--- config.mk ---
export PLATFORM = sky130hd
export DESIGN_NAME = indexed_insert_delete_list
export DESIGN_NICKNAME = d
export VERILOG_FILES = /design/src/hdl/idl_pkg.sv /design/src/hdl/indexed_insert_delete_list.sv /design/src/hdl/idl_cell.sv
export VERILOG_INCLUDE_DIRS = /design/src /design/src/hdl
export SDC_FILE = /design/constraint.sdc
export NUM_CORES = 1
export LEC_CHECK = 0
export ABC_AREA = 1
export BUFFER_PORTS_ARGS = -buffer_cell sky130_fd_sc_hd__buf_4
export CAP_MARGIN = 20
export CORE_MARGIN = 5
export CORE_UTILIZATION = 45
export CTS_BUF_LIST = sky130_fd_sc_hd__clkbuf_2
export DETAILED_ROUTE_END_ITERATION = 8
export HOLD_SLACK_MARGIN = 0.02
export PLACE_DENSITY_LB_ADDON = 0.15
export SLEW_MARGIN = 15
export SYNTH_ARGS = -nofsm -noshare
export SYNTH_HDL_FRONTEND = slang
export SYNTH_SLANG_ARGS = --single-unit
--- constraint.sdc ---
create_clock -name clk -period 4.7 [get_ports clk]
set_clock_uncertainty 0.15 [all_clocks]
set_input_delay 0.705 -clock clk [delete_from_list [all_inputs] [get_ports clk]]
set_output_delay 0.705 -clock clk [all_outputs]
set_load 0.05 [all_outputs]
--- src/hdl/indexed_insert_delete_list_assert.svh ---
// assertion macros for the indexed insert/delete list
// used by the top level; needs clk and rst in the scope of the use
`ifndef INDEXED_INSERT_DELETE_LIST_ASSERT_SVH
`define INDEXED_INSERT_DELETE_LIST_ASSERT_SVH
`ifndef SYNTH
// checked only outside reset
`define IDL_ASSERT(name, prop, msg) \
  name: assert property (@(posedge clk) disable iff (rst) prop) else $error(msg);
// checked at every edge, reset included
`define IDL_ASSERT_ALWAYS(name, prop, msg) \
  name: assert property (@(posedge clk) prop) else $error(msg);
`else
`define IDL_ASSERT(name, prop, msg)
`define IDL_ASSERT_ALWAYS(name, prop, msg)
`endif
`endif

--- src/hdl/idl_pkg.sv ---
// shared constants and types for the indexed insert/delete list
// no dependencies
`default_nettype none
package idl_pkg;

  localparam int CAPACITY = 16;
  localparam int IDX_W    = 8;
  localparam int DATA_W   = 32;
  localparam int POS_W    = (CAPACITY > 1) ? $clog2(CAPACITY) : 1;
  localparam int CNT_W    = $clog2(CAPACITY + 1);
  localparam int CMP_W    = (CNT_W > IDX_W) ? CNT_W : IDX_W;

  localparam logic [1:0] CMD_INSERT = 2'd0;
  localparam logic [1:0] CMD_DELETE = 2'd1;
  localparam logic [1:0] CMD_READ   = 2'd2;

  localparam logic [1:0] ST_OK     = 2'd0;
  localparam logic [1:0] ST_BOUNDS = 2'd1;
  localparam logic [1:0] ST_EMPTY  = 2'd2;
  localparam logic [1:0] ST_FULL   = 2'd3;

  // broadcast to every cell of the row
  typedef struct packed {
    logic                     ins;
    logic                     del;
    logic [IDX_W-1:0]         index;
    logic signed [DATA_W-1:0] value;
  } cell_ctl_t;

endpackage
`default_nettype wire

--- src/hdl/indexed_insert_delete_list.sv ---
// top level of the indexed insert/delete list: command decode, fill count,
// result registers and the row of cells; depends on idl_pkg, idl_cell and
// indexed_insert_delete_list_assert.svh
//
// usage
//   a request (cmd, index, value) is taken at a rising edge with start high
//   and busy low. busy is always low: the row of cells moves every entry
//   at the same edge, so a request may be issued on every cycle.
//   cmd: insert at index (0..count), delete at index, read at index.
//   the result (status, read_value, count) appears in the cycle after the
//   request, with done high for exactly that one cycle. the receiver
//   cannot hold results off, and none is needed: one request gives one
//   result in the next cycle, one per cycle at most.
//   throughput 1 request per cycle; each cell holds a single register stage.
//   status: ok, index out of bounds, list empty (delete), list full
//   (insert dropped). read_value is zero except on a good read.
//   count is the number of entries held after the request.
//   reset (rst, synchronous) empties the list and clears done; cell
//   contents are not cleared, only positions below count are ever read.
`default_nettype none
`include "indexed_insert_delete_list_assert.svh"
module indexed_insert_delete_list
  import idl_pkg::*;
(
  input  wire logic                     clk,
  input  wire logic                     rst,
  input  wire logic                     start,
  output      logic                     busy,
  input  wire logic [1:0]               cmd,
  input  wire logic [IDX_W-1:0]         index,
  input  wire logic signed [DATA_W-1:0] value,
  output      logic                     done,
  output      logic [1:0]               status,
  output      logic signed [DATA_W-1:0] read_value,
  output      logic [7:0]               count
);

  // fill count and its next value
  logic [CNT_W-1:0] cnt;
  logic [CNT_W-1:0] cnt_next;

  logic                     accept;
  logic [1:0]               status_next;
  logic signed [DATA_W-1:0] read_next;
  cell_ctl_t                ctl;

  // comparison operands at a common width
  logic [CMP_W-1:0] idx_c;
  logic [CMP_W-1:0] cnt_c;

  // the row of cells, each one entry
  logic signed [DATA_W-1:0] cell_entry [CAPACITY];

  assign busy   = 1'b0;
  assign accept = start && !busy;
  assign idx_c  = CMP_W'(index);
  assign cnt_c  = CMP_W'(cnt);

  // command decode, status and count update
  always_comb begin
    status_next = ST_OK;
    read_next   = '0;
    cnt_next    = cnt;
    ctl.ins     = 1'b0;
    ctl.del     = 1'b0;
    ctl.index   = index;
    ctl.value   = value;
    if (accept) begin
      unique case (cmd)
        CMD_INSERT: begin
          if (idx_c > cnt_c) begin
            status_next = ST_BOUNDS;
          end else if (cnt_c >= CMP_W'(CAPACITY)) begin
            status_next = ST_FULL;
          end else begin
            ctl.ins  = 1'b1;
            cnt_next = cnt + CNT_W'(1);
          end
        end
        CMD_DELETE: begin
          if (cnt == '0) begin
            status_next = ST_EMPTY;
          end else if (idx_c >= cnt_c) begin
            status_next = ST_BOUNDS;
          end else begin
            ctl.del  = 1'b1;
            cnt_next = cnt - CNT_W'(1);
          end
        end
        CMD_READ: begin
          if (idx_c >= cnt_c) begin
            status_next = ST_BOUNDS;
          end else begin
            read_next = cell_entry[index[POS_W-1:0]];
          end
        end
        default: begin
          // unused command code: nothing changes
          status_next = ST_BOUNDS;
        end
      endcase
    end
  end

  // cells above the index take from the lower neighbor on insert, those at or
  // above it from the upper one on delete; the top cell sees zero above it
  for (genvar g = 0; g < CAPACITY; g++) begin : g_cell
    logic signed [DATA_W-1:0] lower;
    logic signed [DATA_W-1:0] upper;
    if (g == 0) begin : g_first
      assign lower = '0;
    end else begin : g_rest
      assign lower = cell_entry[g-1];
    end
    if (g == CAPACITY - 1) begin : g_last
      assign upper = '0;
    end else begin : g_inner
      assign upper = cell_entry[g+1];
    end
    idl_cell u_cell (
      .clk        (clk),
      .pos        (POS_W'(g)),
      .ctl        (ctl),
      .from_lower (lower),
      .from_upper (upper),
      .entry      (cell_entry[g])
    );
  end

  // control registers
  always_ff @(posedge clk) begin
    if (rst) begin
      cnt  <= '0;
      done <= 1'b0;
    end else begin
      cnt  <= cnt_next;
      done <= accept;
    end
  end

  // result payload
  always_ff @(posedge clk) begin
    if (accept) begin
      status     <= status_next;
      read_value <= read_next;
    end
  end

  assign count = 8'(cnt);

  `IDL_ASSERT(a_result_follows, start && !busy |=> done, "request without result")
  `IDL_ASSERT(a_count_bound, cnt <= CNT_W'(CAPACITY), "count above capacity")
  `IDL_ASSERT(a_fail_keeps_count, done && status != ST_OK |-> $stable(cnt), "count moved on a failed request")
  `IDL_ASSERT(a_ok_insert_grows, done && status == ST_OK && $past(cmd) == CMD_INSERT |-> cnt == $past(cnt) + CNT_W'(1), "insert did not grow list")
  `IDL_ASSERT(a_bad_read_zero, done && status != ST_OK |-> read_value == '0, "nonzero value on failed request")

endmodule
`default_nettype wire

--- src/hdl/idl_cell.sv ---
// one storage cell of the list row
// depends on idl_pkg
`default_nettype none
module idl_cell
  import idl_pkg::*;
(
  input  wire logic                     clk,
  input  wire logic [POS_W-1:0]         pos,
  input  wire cell_ctl_t                ctl,
  input  wire logic signed [DATA_W-1:0] from_lower,
  input  wire logic signed [DATA_W-1:0] from_upper,
  output      logic signed [DATA_W-1:0] entry
);

  logic signed [DATA_W-1:0] entry_next;
  logic [IDX_W:0]           pos_ext;
  logic [IDX_W:0]           idx_ext;

  assign pos_ext = (IDX_W + 1)'(pos);
  assign idx_ext = (IDX_W + 1)'(ctl.index);

  always_comb begin
    entry_next = entry;
    if (ctl.ins) begin
      if (pos_ext > idx_ext) begin
        entry_next = from_lower;
      end else if (pos_ext == idx_ext) begin
        entry_next = ctl.value;
      end
    end else if (ctl.del) begin
      if (pos_ext >= idx_ext) begin
        entry_next = from_upper;
      end
    end
  end

  always_ff @(posedge clk) begin
    entry <= entry_next;
  end

endmodule
`default_nettype wire

==> impl_metrics.tcl <==
set metrics [dict create \
    required_ns 5.51 \
    layout_common_cells "nand2_1 (1,228), o21ai_0 (852), edfxtp_1 (546)" \
    synth-simple-area-share_pct 19.2 \
    cts_setup_buffers 0 \
    placed_cell_area_sq_mm 0.0332 \
    drt_iter0_drc 3752 \
    status "completed" \
    grt_pass1_vias 26400 \
    fill_cells 6911 \
    cp.depth 12 \
    cts-root-buf "clkbuf_2" \
    switching_power_w 0.00289 \
    layout_commonest_cell "nand2_1" \
    synth_warnings 0 \
    seq_area_sq_mm 0.0165 \
    swShare_pct 29.1 \
    avgSynthCellArea_sq_um 8.11 \
    grtUsageTotal_pct 29.3 \
    dieWidth_um 276 \
    start_util_pct 45.4 \
    slew_violations 0 \
    cts.sinks 552 \
    pin_count 89 \
    cp-start-kind "flop" \
    syn-instance-count 3930 \
    fmax_mhz 218 \
    slowest_delay_ns 0.62 \
    slew_headroom_pct 20.7 \
    clockBufferDepth 3 \
    synth_top_family_by_area "compound AO/OA/AOI/OAI gates" \
    max-cap-violations 0 \
    dp_hpwl_um 67700 \
    crit_path_frequent_cell "nand2_1" \
    combPwrFrac_pct 9.4 \
    clkLatencyLatePin_ns 1.40 \
    ys_seq_area_share_pct 51.8 \
    end_kind "flop" \
    p_int_w 0.00703 \
    fp.dieH_um 276 \
    cts_max_level 4 \
    netlist_area_sq_mm 0.0319 \
    via_count 29500 \
    drc 0 \
    synth-adder-area-share_pct 0.377 \
    pwr-share-clk_pct 36.6 \
    crit_type "flop to flop" \
    postRouteAntennaNets 0 \
    critical_path.top_delay_family "buffers and inverters" \
    synth_xor_area_share_pct 0.110 \
    yosysUniqueCellTypes 36 \
    power_leakage_nw 14.3 \
    cp.arrival_ns 5.41 \
    power.density_mw_per_mm2 282 \
    setup_viol 0 \
    row_count 97 \
    synth_compound_area_share_pct 21.4 \
    grt_pass1_wl_um 172000 \
    via_per_inst 5.86 \
    clk_pin_slew_ns 0.12 \
    routed_wl_um 116000 \
    final_hold_viol_count 0 \
    dieArea_sq_mm 0.0762 \
    crit_buf_inv 4 \
    drive_gt1_share_pct 11.3 \
    wl_per_cell_um 23.1 \
    cts_buffers 154 \
    vdd_drop_max_uv 152 \
    ys_seq_elements 552 \
    coreArea_sq_mm 0.0701 \
    grt_overflow_total 0 \
    hold_path_depth 4 \
    final_area_sq_mm 0.0352 \
    timing.final.crit_share_pct 97.8 \
    drtPass1Iterations 7 \
    multi_input_area_sq_mm 0.0133 \
    antenna_found_initial 6 \
    seqPwrFrac_pct 54.0 \
    cts_tree "built" \
    finalNetCount 4029 \
    worstMarginPinSlew_ns 1.19 \
    grt_max_degree 254 \
    gp_congestion 0.847 \
    syn2layout_area_growth_pct 10.4 \
    worstPathCellList "inv_1, ha_1, nor2_1, dlygate4sd3_1, nand2_1, dlygate4sd3_1, nor2_1, nand2_1, nand2_1, nand3_1, nor2_4, buf_4" \
    io_buffer_count 84 \
    cpMaxStageDelayCell "nor2_4" \
    fin_crit_ns 4.59 \
    reg2reg_depth 12 \
    utilization_pct 50.2 \
    crit_path_max_fanout 18 \
    hold_class "input pin to flop" \
    synth_mux_area_share_pct 0 \
]
==> timing repair <==
action,CTS,global route
endpoints found under the hold margin,710,0
gates resized for setup,0,0
hold buffers,55,0
==> cells in the mapped netlist <==
cell type / instances / area share [%]
buf_1: 27 / 0.32
buf_4: 14 / 0.33
or2_1: 7 / 0.14
buf_6: 3 / 0.11
or2_2: 3 / 0.059
nand2_1: 1234 / 15
nor3_4: 1 / 0.051
xnor2_1: 1 / 0.027
o21ai_1: 181 / 2.8
clkbuf_1: 147 / 1.7
buf_2: 151 / 2.4
nand3_4: 1 / 0.055
nor2_4: 5 / 0.18
o22ai_1: 22 / 0.43
nand3_1: 99 / 1.6
a31oi_1: 11 / 0.22
conb_1: 1 / 0.012
o211ai_1: 130 / 3.1
inv_2: 6 / 0.071
o21ai_0: 852 / 13
nand2_2: 3 / 0.059
nor3_1: 6 / 0.094
and3_1: 20 / 0.39
a21boi_0: 1 / 0.024
edfxtp_1: 546 / 51
a21oi_1: 69 / 1.1
nor2_1: 172 / 2.0
o221ai_1: 11 / 0.30
xor2_1: 3 / 0.082
o21ai_2: 1 / 0.027
ha_1: 8 / 0.31
dfxtp_1: 6 / 0.38
fa_1: 1 / 0.063
inv_1: 185 / 2.2
nor3_2: 1 / 0.031
nand2_4: 1 / 0.035
==> worst reg2reg max path: cells and delay by family (launching register included) <==
family | cells | cell delay [ns]
and+or+nand+nor | 7 | 1.50
buffers and inverters | 4 | 1.89
DFF | 1 | 0.46
adders and majority gates | 1 | 0.22
==> layout make-up <==
type                    instances  share of cell area (%)
flip-flops and latches        552                    46.9
multi-input cells            2848                    37.8
repair buffers                228                    5.99
well taps                     940                    3.34
clock buffers                 217                    3.09
inverters                     191                    2.07
clock inverters                44                   0.750
diodes                          7                  0.0498
==> worst paths after layout <==
check        slack [ns]                        from                          to
max                0.11                      cnt[4]   g_cell[2].u_cell.entry[3]
min                0.15                    value[5]   g_cell[1].u_cell.entry[5]
max reg2reg        0.11                      cnt[4]   g_cell[2].u_cell.entry[3]
min reg2reg        0.34  g_cell[1].u_cell.entry[14]  g_cell[0].u_cell.entry[14]
==> flip-flops by register name, indices dropped and copies added, names as in the netlist <==
signal	count
g_cell.u_cell.entry	512
read_value	32
cnt	5
status	2
done	1
==> kinds of logic after synthesis <==
| group | count (synthesis) |
|---|---|
| DFF | 552 |
| AOI/OAI and AO/OA | 1278 |
| other | 1 |
| and+or+nand+nor | 1553 |
| xor gates and xnor gates | 4 |
| buffers and inverters | 533 |
| adders and majority gates | 9 |
==> per-stage QoR <==
stage	setup TNS (ns)	power, W	cells	hold slack (ns)	setup slack [ns]
6_report	0	0.00991	5027	0.152	0.105
3_5_place_dp	0	0.00634	4703	0.390	0.608
5_1_grt	-0.0000502	0.0104	5027	0.0234	-0.0000502
2_1_floorplan	0	0.00602	3933	0.375	0.000186
3_3_place_gp	0	0.00633	4703	0.381	0.661
4_1_cts	0	0.00997	5019	0.0251	0.279
==> power by group through the flow <==
stage	clock, W	sequential [W]	combinational (W)
floorplan	0	0.00550	0.000520
global placement	0	0.00547	0.000866
detailed placement	0	0.00547	0.000871
CTS	0.00370	0.00535	0.000912
global route	0.00400	0.00536	0.00101
finish	0.00363	0.00536	0.000931
==> layer usage <==
layer	share of wire (%)	GRT usage, %	wire length, um
met5	0	0	0
met1	43	43.1	49300
met2	43	43.5	50100
met3	12	6.64	13500
met4	2.6	8.81	3020
No activity file was read; power rests on OpenSTA's default activity.
